## config.mk

```make
export PLATFORM = sky130hd
export DESIGN_NAME = page_table_walker_4level_top
export DESIGN_NICKNAME = d
export VERILOG_FILES = /design/src/hw/rtl/ptw4_pkg.sv /design/src/hw/rtl/ptw4_csr.sv /design/src/hw/rtl/ptw4_walk.sv /design/src/hw/rtl/page_table_walker_4level_top.sv
export SDC_FILE = /design/constraint.sdc
export NUM_CORES = 1
export LEC_CHECK = 0
export BUFFER_PORTS_ARGS = -buffer_cell sky130_fd_sc_hd__buf_2
export CAP_MARGIN = 20
export CORE_AREA = 4 4 212 214
export DETAILED_ROUTE_END_ITERATION = 7
export DIE_AREA = 0 0 216 218
export MAX_ROUTING_LAYER = met4
export PLACE_DENSITY = 0.72
export SYNTH_ARGS = -nofsm -noshare
export SYNTH_HDL_FRONTEND = slang
export SYNTH_SLANG_ARGS = --single-unit
```

## constraint.sdc

```tcl
create_clock -name clock -period 7.28 [get_ports clock]
set_input_delay 1.092 -clock clock [delete_from_list [all_inputs] [get_ports clock]]
set_output_delay 1.092 -clock clock [all_outputs]
set_load 0.02 [all_outputs]
```

## src/hw/rtl/ptw4_pkg.sv

```systemverilog
`timescale 1ns / 1ps
// ----------------------------------------------------------------------------
// ptw4_pkg
// Shared types, codes and helper functions of the four-level page table walker.
// ----------------------------------------------------------------------------
package ptw4_pkg;

   localparam int VA_W    = 48;
   localparam int ROOT_W  = 52;
   localparam int DATA_W  = 64;
   localparam int IDX_W   = 9;
   localparam int PADDR_W = 4;

   // Input item selector carried in tuser.
   localparam logic CMD_TRANSLATE = 1'b0;
   localparam logic CMD_RESPONSE  = 1'b1;

   // Result item kind carried in tuser.
   localparam logic KIND_READ = 1'b0;
   localparam logic KIND_DONE = 1'b1;

   // Register index, taken from the eight-byte-aligned word address.
   localparam logic REG_TABLE_ROOT     = 1'b0;
   localparam logic REG_ADDRESS_OFFSET = 1'b1;

   // Walk level codes. Codes five to seven behave as idle.
   localparam logic [2:0] LEVEL_IDLE = 3'd0;
   localparam logic [2:0] LEVEL_1    = 3'd1;
   localparam logic [2:0] LEVEL_2    = 3'd2;
   localparam logic [2:0] LEVEL_3    = 3'd3;
   localparam logic [2:0] LEVEL_4    = 3'd4;

   localparam int LARGE_BIT = 7;

   typedef struct packed {
      logic [ROOT_W-1:0] table_root;
      logic [DATA_W-1:0] address_offset;
   } csr_regs_type;

   typedef struct packed {
      logic              valid;
      logic              kind;
      logic [DATA_W-1:0] read_address;
      logic [DATA_W-1:0] translated_address;
   } step_result_type;

   // Nine-bit table index of a virtual address for a given level.
   function automatic logic [IDX_W-1:0] index_at(input logic [2:0] level,
                                                 input logic [VA_W-1:0] va);
      logic [IDX_W-1:0] idx;
      case (level)
         LEVEL_4: idx = va[47:39];
         LEVEL_3: idx = va[38:30];
         LEVEL_2: idx = va[29:21];
         default: idx = va[20:12];
      endcase
      return idx;
   endfunction

   // Memory address of a table entry: page-aligned base plus offset plus index*8.
   function automatic logic [DATA_W-1:0] entry_address(input logic [DATA_W-1:0] base,
                                                       input logic [DATA_W-1:0] offset,
                                                       input logic [2:0] level,
                                                       input logic [VA_W-1:0] va);
      logic [DATA_W-1:0] aligned;
      logic [DATA_W-1:0] scaled;
      aligned = {base[DATA_W-1:12], 12'h000};
      scaled  = {{(DATA_W-IDX_W-3){1'b0}}, index_at(level, va), 3'b000};
      return aligned + offset + scaled;
   endfunction

endpackage

```

## src/hw/rtl/ptw4_csr.sv

```systemverilog
`timescale 1ns / 1ps
// ----------------------------------------------------------------------------
// ptw4_csr
// Register file for the table root and the address offset, on an APB port.
// ----------------------------------------------------------------------------
module ptw4_csr (
   input  logic                        clock,
   input  logic                        reset,
   input  logic                        csr_psel,
   input  logic                        csr_penable,
   input  logic                        csr_pwrite,
   input  logic [ptw4_pkg::PADDR_W-1:0] csr_paddr,
   input  logic [ptw4_pkg::DATA_W-1:0] csr_pwdata,
   output logic [ptw4_pkg::DATA_W-1:0] csr_prdata,
   output logic                        csr_pready,
   output ptw4_pkg::csr_regs_type      regs
);
   import ptw4_pkg::*;

   logic [ROOT_W-1:0] table_root_ff;
   logic [DATA_W-1:0] address_offset_ff;
   logic              write_en;
   logic              reg_sel;

   assign csr_pready = 1'b1;
   assign write_en   = csr_psel & csr_penable & csr_pwrite & csr_pready;
   // Each register occupies an eight-byte word; the byte-lane bits are ignored.
   assign reg_sel    = csr_paddr[3];

   always_ff @(posedge clock) begin
      if (reset) begin
         table_root_ff     <= '0;
         address_offset_ff <= '0;
      end else if (write_en) begin
         if (reg_sel == REG_TABLE_ROOT) begin
            table_root_ff <= csr_pwdata[ROOT_W-1:0];
         end else begin
            address_offset_ff <= csr_pwdata;
         end
      end
   end

   always_comb begin
      if (reg_sel == REG_ADDRESS_OFFSET) begin
         csr_prdata = address_offset_ff;
      end else begin
         csr_prdata = {{(DATA_W-ROOT_W){1'b0}}, table_root_ff};
      end
   end

   assign regs.table_root     = table_root_ff;
   assign regs.address_offset = address_offset_ff;

endmodule

```

## src/hw/rtl/ptw4_walk.sv

```systemverilog
`timescale 1ns / 1ps
// ----------------------------------------------------------------------------
// ptw4_walk
// Walk state and the combinational step that handles one request or response.
// ----------------------------------------------------------------------------
module ptw4_walk (
   input  logic                        clock,
   input  logic                        reset,
   input  logic                        step_en,
   input  logic                        cmd,
   input  logic [ptw4_pkg::VA_W-1:0]   virtual_address,
   input  logic [ptw4_pkg::DATA_W-1:0] read_data,
   input  ptw4_pkg::csr_regs_type      regs,
   output ptw4_pkg::step_result_type   result
);
   import ptw4_pkg::*;

   logic [2:0]        walk_level_ff;
   logic [2:0]        walk_level_in;
   logic [VA_W-1:0]   saved_address_ff;
   logic [VA_W-1:0]   saved_address_in;
   logic              busy;
   logic [DATA_W-1:0] root_base;

   always_ff @(posedge clock) begin
      if (reset) begin
         walk_level_ff    <= LEVEL_IDLE;
         saved_address_ff <= '0;
      end else if (step_en) begin
         walk_level_ff    <= walk_level_in;
         saved_address_ff <= saved_address_in;
      end
   end

   assign busy      = walk_level_ff inside {LEVEL_1, LEVEL_2, LEVEL_3, LEVEL_4};
   assign root_base = {{(DATA_W-ROOT_W){1'b0}}, regs.table_root};

   always_comb begin
      walk_level_in             = walk_level_ff;
      saved_address_in          = saved_address_ff;
      result.valid              = 1'b0;
      result.kind               = KIND_READ;
      result.read_address       = '0;
      result.translated_address = '0;
      if (cmd == CMD_TRANSLATE) begin
         // A request during a walk is dropped.
         if (!busy) begin
            saved_address_in    = virtual_address;
            walk_level_in       = LEVEL_4;
            result.valid        = 1'b1;
            result.read_address = entry_address(root_base, regs.address_offset,
                                                LEVEL_4, virtual_address);
         end
      end else if (!busy) begin
         walk_level_in = LEVEL_IDLE;
      end else if (walk_level_ff == LEVEL_2 && read_data[LARGE_BIT]) begin
         // 2MB page: the entry supplies bits 63..21.
         walk_level_in             = LEVEL_IDLE;
         result.valid              = 1'b1;
         result.kind               = KIND_DONE;
         result.translated_address = {read_data[DATA_W-1:21], saved_address_ff[20:0]};
      end else if (walk_level_ff == LEVEL_1) begin
         walk_level_in             = LEVEL_IDLE;
         result.valid              = 1'b1;
         result.kind               = KIND_DONE;
         result.translated_address = {read_data[DATA_W-1:12], saved_address_ff[11:0]};
      end else begin
         walk_level_in       = walk_level_ff - 3'd1;
         result.valid        = 1'b1;
         result.read_address = entry_address(read_data, regs.address_offset,
                                             walk_level_in, saved_address_ff);
      end
   end

endmodule

```

## src/hw/rtl/page_table_walker_4level_top.sv

```systemverilog
`timescale 1ns / 1ps
// ----------------------------------------------------------------------------
// page_table_walker_4level_top
// Four-level page table walker: turns translate requests and returned table
// entries into memory read addresses and finished physical addresses.
// ----------------------------------------------------------------------------
//
// Channel  Direction  Content
// req_*    in         tuser = cmd, tdata = virtual_address, read_data
// rsp_*    out        tuser = kind, tdata = read_address, translated_address
// csr_*    in/out     APB registers: table_root at 0x0, address_offset at 0x8
//
// One transaction is taken every cycle while req_tready is high. Each accepted
// transaction is captured in an input register, handled by the walk step (one
// 64-bit three-input add and a level compare), and its result, if any, is held
// in the output register, which drives rsp_tvalid. Reset is synchronous and
// clears the walk to idle, the CSRs to zero and both registers to empty.
// A stalled output holds its result; the input register still takes one more
// transaction, and req_tready drops only while both registers are full.
// ----------------------------------------------------------------------------
module page_table_walker_4level_top (
   input  logic                         clock,
   input  logic                         reset,
   // Input stream.
   input  logic                         req_tvalid,
   output logic                         req_tready,
   // Bits 47:0 virtual_address, bits 111:48 read_data.
   input  logic [111:0]                 req_tdata,
   // Bit 0 cmd.
   input  logic                         req_tuser,
   // Result stream.
   output logic                         rsp_tvalid,
   input  logic                         rsp_tready,
   // Bits 63:0 read_address, bits 127:64 translated_address.
   output logic [127:0]                 rsp_tdata,
   // Bit 0 kind.
   output logic                         rsp_tuser,
   // Configuration port.
   input  logic                         csr_psel,
   input  logic                         csr_penable,
   input  logic                         csr_pwrite,
   input  logic [ptw4_pkg::PADDR_W-1:0] csr_paddr,
   input  logic [ptw4_pkg::DATA_W-1:0]  csr_pwdata,
   output logic [ptw4_pkg::DATA_W-1:0]  csr_prdata,
   output logic                         csr_pready
);
   import ptw4_pkg::*;

   csr_regs_type    regs;
   step_result_type result;

   // Input register.
   logic              in_valid_ff;
   logic              in_cmd_ff;
   logic [VA_W-1:0]   in_va_ff;
   logic [DATA_W-1:0] in_data_ff;

   // Output register.
   logic              out_valid_ff;
   logic              out_kind_ff;
   logic [DATA_W-1:0] out_read_ff;
   logic [DATA_W-1:0] out_trans_ff;

   logic out_free;
   logic step_en;
   logic req_accept;

   ptw4_csr u_csr (
      .clock       (clock),
      .reset       (reset),
      .csr_psel    (csr_psel),
      .csr_penable (csr_penable),
      .csr_pwrite  (csr_pwrite),
      .csr_paddr   (csr_paddr),
      .csr_pwdata  (csr_pwdata),
      .csr_prdata  (csr_prdata),
      .csr_pready  (csr_pready),
      .regs        (regs)
   );

   // The output register can take a new result when empty or being drained.
   assign out_free   = !out_valid_ff || rsp_tready;
   // The held transaction is processed only when its result has somewhere to go.
   assign step_en    = in_valid_ff && out_free;
   assign req_tready = !in_valid_ff || step_en;
   assign req_accept = req_tvalid && req_tready;

   ptw4_walk u_walk (
      .clock           (clock),
      .reset           (reset),
      .step_en         (step_en),
      .cmd             (in_cmd_ff),
      .virtual_address (in_va_ff),
      .read_data       (in_data_ff),
      .regs            (regs),
      .result          (result)
   );

   always_ff @(posedge clock) begin
      if (reset) begin
         in_valid_ff <= 1'b0;
      end else if (req_tready) begin
         in_valid_ff <= req_tvalid;
      end
   end

   always_ff @(posedge clock) begin
      if (req_accept) begin
         in_cmd_ff  <= req_tuser;
         in_va_ff   <= req_tdata[VA_W-1:0];
         in_data_ff <= req_tdata[VA_W+DATA_W-1:VA_W];
      end
   end

   // A step that yields no result leaves the output register empty.
   always_ff @(posedge clock) begin
      if (reset) begin
         out_valid_ff <= 1'b0;
      end else if (out_free) begin
         out_valid_ff <= step_en && result.valid;
      end
   end

   always_ff @(posedge clock) begin
      if (out_free && step_en && result.valid) begin
         out_kind_ff  <= result.kind;
         out_read_ff  <= result.read_address;
         out_trans_ff <= result.translated_address;
      end
   end

   assign rsp_tvalid = out_valid_ff;
   assign rsp_tuser  = out_kind_ff;
   assign rsp_tdata  = {out_trans_ff, out_read_ff};

endmodule
```

==> impl_results.md, run 1 <==
* Status: finished, final reports clean
* Hold crit path type: reg -> reg
* Vias per std cell at 5.89
* H-tree Lvls at 2
* Slew margin rel. at 36.8%
* WP data arrival at 5.75 ns
* DRT iter0 DRCs at 1,622
* Syn nets at 2,559
* Hold Worst Slack at 0.448 ns
* Area of the core at 42,900 sq um
* Post-DRT Antenna Nets at 0
* CP Capture Type: flop
* DP Area at between 20,000 and 25,000 sq um
* Vias at 18,700
* Post-synth top flop: edfxtp_1
* Synth top area share at 32.4%
* Clock Tree Root: clkbuf_16
* Crit Path Max Fanout at 11
* CTS tree: yes
* Cell Area, Synth at 21,400 sq um
* Most frequent cells in the layout: 449 x nand2_1, 367 x buf_2, 310 x a21oi_1, 231 x edfxtp_1, 169 x dfxtp_1
* Global-route wire length before repair at roughly 110,000 um
* Netlist cell types at 80
* Fin crit share at 74.9%
* Largest net degree at the start of global routing at 87
* Share of cells above drive strength 1 at between 20% and 30%
* I/O Pins at 384
* Pwr Density at 205 nW/um^2
* Crit-path max cell delay at 0.60 ns
* Crit path kind: reg -> reg
* # fillers at about 3,700
* Hold_buf cts at 0
* RePlAce Congestion at 0.953
* EDFF count, synth at 231
* Endpoints failing hold at 0
* VDD IR-drop max at 0.000225 V
* Clock Path Buffers at 3
* Synthesized flop and latch total at 400
* Nets@finish at 2,860
* Post-CTS sizing at 0
* Max-cap viol count at 0
* Final wirelength at 70,200 um
* Ys async rst share at 0%
* Die area at 47,100 sq um
* Worst-Margin Slew at 0.948 ns
* Max Slew Vio Count at 0
* Req. time, crit path at 7.58 ns
* Post-CTS Setup Inserts at 0
* IO buf count at 368
* Minimum clock period after layout at 5.45 ns
* Fmax at approximately 0.18 GHz
* GRT Residual Overflow at 0
* Initial DRT Pass Iterations at 7
* Final instance area at 25,000 sq um
* Sequential share of the synthesized area at 48.2%
* Leakage power at 0.0106 uW
* Post-DP HPWL at 51,900 um
* Clk_lat worst skew at 0.59 ns
* Routed WL per cell at 22.1 um
* Initial core utilization at ~50%
* RSZ-0062 raised after global routing: no
* Setup TNS at 0 ns
* Die width at between 200 and 250 um
* Core Util, Final at 58.2%
* Rows at 76
* Synth warn at 0
* Syn-to-layout area delta at 16.6%
* Vias in the first global route at 18,100
* Syn Area/Cell at roughly 9.5 sq um
* GRT Overall Usage at 29.6%
* Clk sinks at 400
* Final setup fails at 0
* Clk slew on worst S/H paths at 0.06 ns
* Post-Route Skew at about 0.019 ns
* Critical path's slowest cell: a41oi_1
* Yosys top cell by area: edfxtp_1
* Synthesized netlist cell count at roughly 2,200
* Remaining DRCs at 0
* Num CTS Buffers at 43
* CP Launch Type: flop
* Die height at 218 um
* Initial antenna violation count at 1
* CP Cell Sequence: inv_1, ha_1, xnor2_1, nor2_1, nor3_1, nand2_1, nand2_1, ha_1, fa_1, a211oi_1, o21bai_1, a21oi_1, o21ai_1, a41oi_1, o211ai_1, a31oi_2, o21ai_0, xnor2_1, o22ai_1
* Largest cells by area after synthesis: edfxtp_1 32%, dfxtp_1 16%, nand2_1 7.9%, a21oi_1 7.3%, ha_1 7.0%
* Most common cell after layout, fill and taps aside: nand2_1
## cells by family (layout without fill, tap and decap cells)
family,after synthesis,count (layout),share of synthesized area [%]
simple gates,750,750,15.5
compound gates,643,643,18.6
flops,400,400,48.2
buf+inv,167,503,2.98
fa+ha+maj,122,122,7.20
xor+xnor,110,110,4.50
mux,56,56,2.92
other cells,1,2,0.0175
## metal layers
metal	up-vias	GRT usage, %	routed length, um
met5	-	-	0
met4	0	7.81	1790
met3	101	3.54	4220
met2	761	49.2	33900
met1	9048	38.7	30300
li1	8757	-	-
## per-stage QoR
| stage | instances | power (uW) | setup WS, ns |
|---|---|---|---|
| floorplan | 2249 | 2890 | 2.42 |
| global placement | 3090 | 3090 | 2.04 |
| detailed placement | 3090 | 3090 | 1.95 |
| CTS | 3170 | 5140 | 1.90 |
| global route | 3171 | 5300 | 1.56 |
| finish | 3171 | 5120 | 1.83 |
## critical path: cells and delay by family (launching register included)
| family | cells | cell delay [ns] |
|---|---|---|
| AO/OA/AOI/OAI | 9 | 2.31 |
| XOR/XNOR | 2 | 0.32 |
| AND/OR/NAND/NOR | 4 | 0.99 |
| flip-flops | 1 | 0.45 |
| buffers and inverters | 1 | 0.12 |
| adder cells (fa/ha/maj) | 3 | 0.97 |
## path summary, 6_finish.rpt
| check | startpoint | endpoint | cells after the start | slack (ns) |
|---|---|---|---|---|
| max | u_walk.walk_level_ff[0] | out_read_ff[57] | 19 | 1.83 |
| min | u_walk.saved_address_ff[2] | u_walk.saved_address_ff[2] | 2 | 0.45 |
| max reg2reg | u_walk.walk_level_ff[0] | out_read_ff[57] | 19 | 1.83 |
| min reg2reg | u_walk.saved_address_ff[2] | u_walk.saved_address_ff[2] | 2 | 0.45 |
## power breakdown
group,total [uW],internal [uW],switching (uW)
Sequential,2530,2480,56.4
Clock,2070,1130,934
Combinational,519,177,343
## cells in the mapped netlist, types with 14 or more instances
| cell type | instances |
|---|---|
| nand2_1 | 450 |
| a21oi_1 | 311 |
| edfxtp_1 | 231 |
| dfxtp_1 | 169 |
| ha_1 | 120 |
| clkbuf_1 | 115 |
| nor2_1 | 83 |
| and3_1 | 71 |
| xnor2_1 | 69 |
| a21o_1 | 67 |
| o21ai_0 | 62 |
| mux2_2 | 52 |
| o22ai_1 | 47 |
| xor2_1 | 41 |
| inv_1 | 38 |
| nand4_1 | 34 |
| nor3_1 | 25 |
| nand3_1 | 21 |
| o21bai_1 | 21 |
| and2_1 | 18 |
| a211oi_1 | 14 |
| o21a_1 | 14 |
## layout make-up
| class | count | area, sq um | area share (%) |
|---|---|---|---|
| inverter | 38 | 143 | 0.571 |
| clock inverter | 19 | 146 | 0.586 |
| timing repair buffer | 385 | 1970 | 7.90 |
| sequential | 400 | 10300 | 41.3 |
| clock buffer | 61 | 1160 | 4.66 |
| tap | 585 | 732 | 2.93 |
| antenna | 1 | 2.50 | 0.0100 |
| multi-input combinational | 1682 | 10500 | 42.0 |
## state kept, by name, summed over array words and instances, names as in the netlist
| signal | count |
|---|---|
| in_cmd_ff | 1 |
| u_csr.table_root_ff | 52 |
| u_walk.walk_level_ff | 3 |
| u_csr.address_offset_ff | 64 |
| rsp_tuser | 1 |
| out_read_ff | 64 |
| in_va_ff | 48 |
| rsp_tvalid | 1 |
| u_walk.saved_address_ff | 48 |
| in_valid_ff | 1 |
| in_data_ff | 53 |
| out_trans_ff | 64 |
Power figures use the tool's default switching activity.
==> run 2: changes to the inputs <==
==> constraint.sdc (replaced) <==
create_clock -name clock -period 5.6 [get_ports clock]
set_input_delay 0.84 -clock clock [delete_from_list [all_inputs] [get_ports clock]]
set_output_delay 0.84 -clock clock [all_outputs]
set_load 0.02 [all_outputs]
==> impl_results.md, run 2 (synthesized netlist as in run 1, its figures left out) <==
* Status: finished, final reports clean (unchanged)
* Post-DRT Antenna Nets at 0 (unchanged)
* RR Startpoint: u_walk.walk_level_ff[0] (unchanged)
* Crit path kind: reg -> reg (unchanged)
* Hold path depth at 1 (was 2)
* Clk slew on worst S/H paths at 0.07 ns (was 0.06 ns)
* Fmax at 0.195 GHz (was 0.184 GHz)
* Clk sinks at 400 (unchanged)
* Post-DP HPWL at 51,900 um (about the same)
* DRT iter0 DRCs at 1,602 (was 1,622)
* Crit Path Max Fanout at 11 (unchanged)
* Post-CTS Setup Inserts at 0 (unchanged)
* Most common cell after layout, fill and taps aside: nand2_1 (unchanged)
* RSZ-0062 raised after global routing: no (unchanged)
* Req. time, crit path at 5.92 ns (was 7.58 ns)
* Die width at 216 um (unchanged)
* Hold crit path type: in -> reg (was reg -> reg)
* Pwr Total at 6800 uW (was 5120 uW)
* Rows at 76 (unchanged)
* Slew margin rel. at 36.7% (was 36.8%)
* Hold_buf cts at 0 (unchanged)
* Top flop regs: out_read_ff x64, out_trans_ff x64, u_csr.address_offset_ff x64 (unchanged)
* Fin crit share at 91.7% (was 74.9%)
* Vias per std cell at 5.86 (was 5.89)
* Clk_lat worst skew at 0.59 ns (about the same)
* # fillers at 3,744 (was 3,727)
* CTS tree: yes (unchanged)
* Buffers plus inverters on the worst setup path at 2 (was 1)
* Die height at 218 um (unchanged)
* Endpoints failing hold at 0 (unchanged)
* Post-CTS sizing at 0 (unchanged)
* Clock Tree Root: clkbuf_16 (unchanged)
* H-tree Lvls at 2 (unchanged)
* Largest net degree at the start of global routing at 81 (was 87)
* Share of cells above drive strength 1 at 20.9% (was 20.5%)
* DP Area at 23,700 sq um (about the same)
* Minimum clock period after layout at 5.14 ns (was 5.45 ns)
* Die area at 47,100 sq um (unchanged)
* Worst Reg-to-Reg Cells at 20 (was 19)
* Final instance area at 25,100 sq um (was 25,000 sq um)
* Pwr Density at 271 nW/um^2 (was 205 nW/um^2)
* VDD IR-drop max at 0.000197 V (was 0.000225 V)
* CP Launch Type: flop (unchanged)
* Hold Worst Slack at 0.428 ns (was 0.448 ns)
* RePlAce Congestion at 0.957 (was 0.953)
* Clock Path Buffers at 3 (unchanged)
* Initial DRT Pass Iterations at 6 (was 7)
* Critical Path Start: u_walk.walk_level_ff[0] (unchanged)
* GRT Overall Usage at 29.2% (was 29.6%)
* Leakage power at 0.0107 uW (was 0.0106 uW)
* GRT Residual Overflow at 0 (unchanged)
* Final wirelength at 69,200 um (was 70,200 um)
* Setup TNS at 0 ns (unchanged)
* Crit path max-delay family: compound AO/OA/AOI/OAI gates (unchanged)
* Worst-Margin Slew at 0.950 ns (was 0.948 ns)
* WP data arrival at 5.45 ns (was 5.75 ns)
* Routed WL per cell at 21.8 um (was 22.1 um)
* Reg-to-Reg End: out_read_ff[61] (was out_read_ff[57])
* CP Cell Sequence: inv_1, ha_1, xnor2_1, and2_1, nor3_1, nand2_1, nand2_1, ha_1, fa_1, a211oi_1, o21bai_1, a21oi_1, o21ai_1, a41oi_1, buf_4, o211ai_1, a31oi_2, o41ai_1, mux2i_1, o211ai_1 (was inv_1, ha_1, xnor2_1, nor2_1, nor3_1, nand2_1, nand2_1, ha_1, fa_1, a211oi_1, o21bai_1, a21oi_1, o21ai_1, a41oi_1, o211ai_1, a31oi_2, o21ai_0, xnor2_1, o22ai_1)
* Num CTS Buffers at 42 (was 43)
* R2R Setup Slk at 0.46 ns (was 1.83 ns)
* I/O Pins at 384 (unchanged)
* Critical path's slowest cell: nor3_1 (was a41oi_1)
* Initial core utilization at 49.9% (unchanged)
* Max-cap viol count at 0 (unchanged)
* Vias in the first global route at 18,300 (was 18,100)
* IO buf count at 368 (unchanged)
* Remaining DRCs at 0 (unchanged)
* Syn-to-layout area delta at 17.4% (was 16.6%)
* Vias at 18,600 (was 18,700)
* Final setup fails at 0 (unchanged)
* Initial antenna violation count at 4 (was 1)
* Nets@finish at 2,865 (was 2,860)
* Post-Route Skew at 0.0142 ns (was 0.0188 ns)
* Global-route wire length before repair at 105,000 um (was 107,000 um)
* Hold_sp: req_tdata[96] (was u_walk.saved_address_ff[2])
* Min-Delay Endpoint: in_data_ff[48] (was u_walk.saved_address_ff[2])
* Most frequent cells in the layout: 449 x nand2_1, 367 x buf_2, 310 x a21oi_1, 231 x edfxtp_1, 169 x dfxtp_1 (unchanged)
* Crit-path max cell delay at 0.53 ns (was 0.60 ns)
* Max Slew Vio Count at 0 (unchanged)
* CP Capture Type: flop (unchanged)
* Area of the core at 42,900 sq um (unchanged)
-- run 2: changes by cell type in the layout (fill, tap and decap cells not counted) --
cell / previous run / this run
diode_2: 1 / 2
clkinv_4: 4 / 2
clkinv_8: 2 / 1
clkbuf_1: 16 / 9
buf_12: 0 / 1
clkinv_1: 4 / 2
bufinv_16: 0 / 2
clkinvlp_4: 0 / 4
buf_16: 0 / 1
inv_16: 1 / 2
buf_4: 18 / 22
clkbuf_8: 2 / 5
-- run 2: final cells by class --
class	count	area (sq um)	share of cell area (%)
well taps	585	732	2.91
inverters	38	143	0.567
flip-flops and latches	400	10300	41.1
diodes	2	5.00	0.0199
clock inverters	21	215	0.856
clock buffers	57	1180	4.69
multi-input cells	1682	10500	41.7
repair buffers	391	2050	8.15
-- run 2: worst max path at each step --
stage                            to  slack (ns)  depth (start not counted)
floorplan            out_read_ff[0]        0.74                          6
global placement    out_read_ff[61]        0.66                         20
detailed placement  out_read_ff[61]        0.48                         20
CTS                 out_read_ff[61]        0.46                         20
global route        out_read_ff[61]        0.10                         20
finish              out_read_ff[61]        0.46                         20
-- run 2: per-layer routing --
metal	global-route usage, %	vias to the layer above	share of wire, %
li1	-	8753	-
met1	37.7	8990	42
met2	46.7	738	47
met3	4.58	140	7.0
met4	11.4	0	3.7
met5	-	-	0
-- run 2: stage by stage --
| stage | setup WS (ns) | utilization [%] | instances |
|---|---|---|---|
| 2_1_floorplan | 0.742 | - | 2249 |
| 3_5_place_dp | 0.482 | 55.2 | 3094 |
| 4_1_cts | 0.465 | 58.5 | 3172 |
| 6_report | 0.464 | 58.6 | 3176 |
| 5_1_grt | 0.104 | 58.6 | 3176 |
| 3_3_place_gp | 0.662 | 55.2 | 3094 |
-- run 2: power by group --
part / total (uW) / switching (uW) / internal [uW]
clock: 2830 / 1230 / 1600
sequential: 3290 / 74.8 / 3220
combinational: 677 / 444 / 234
total: 6800 / 1750 / 5050
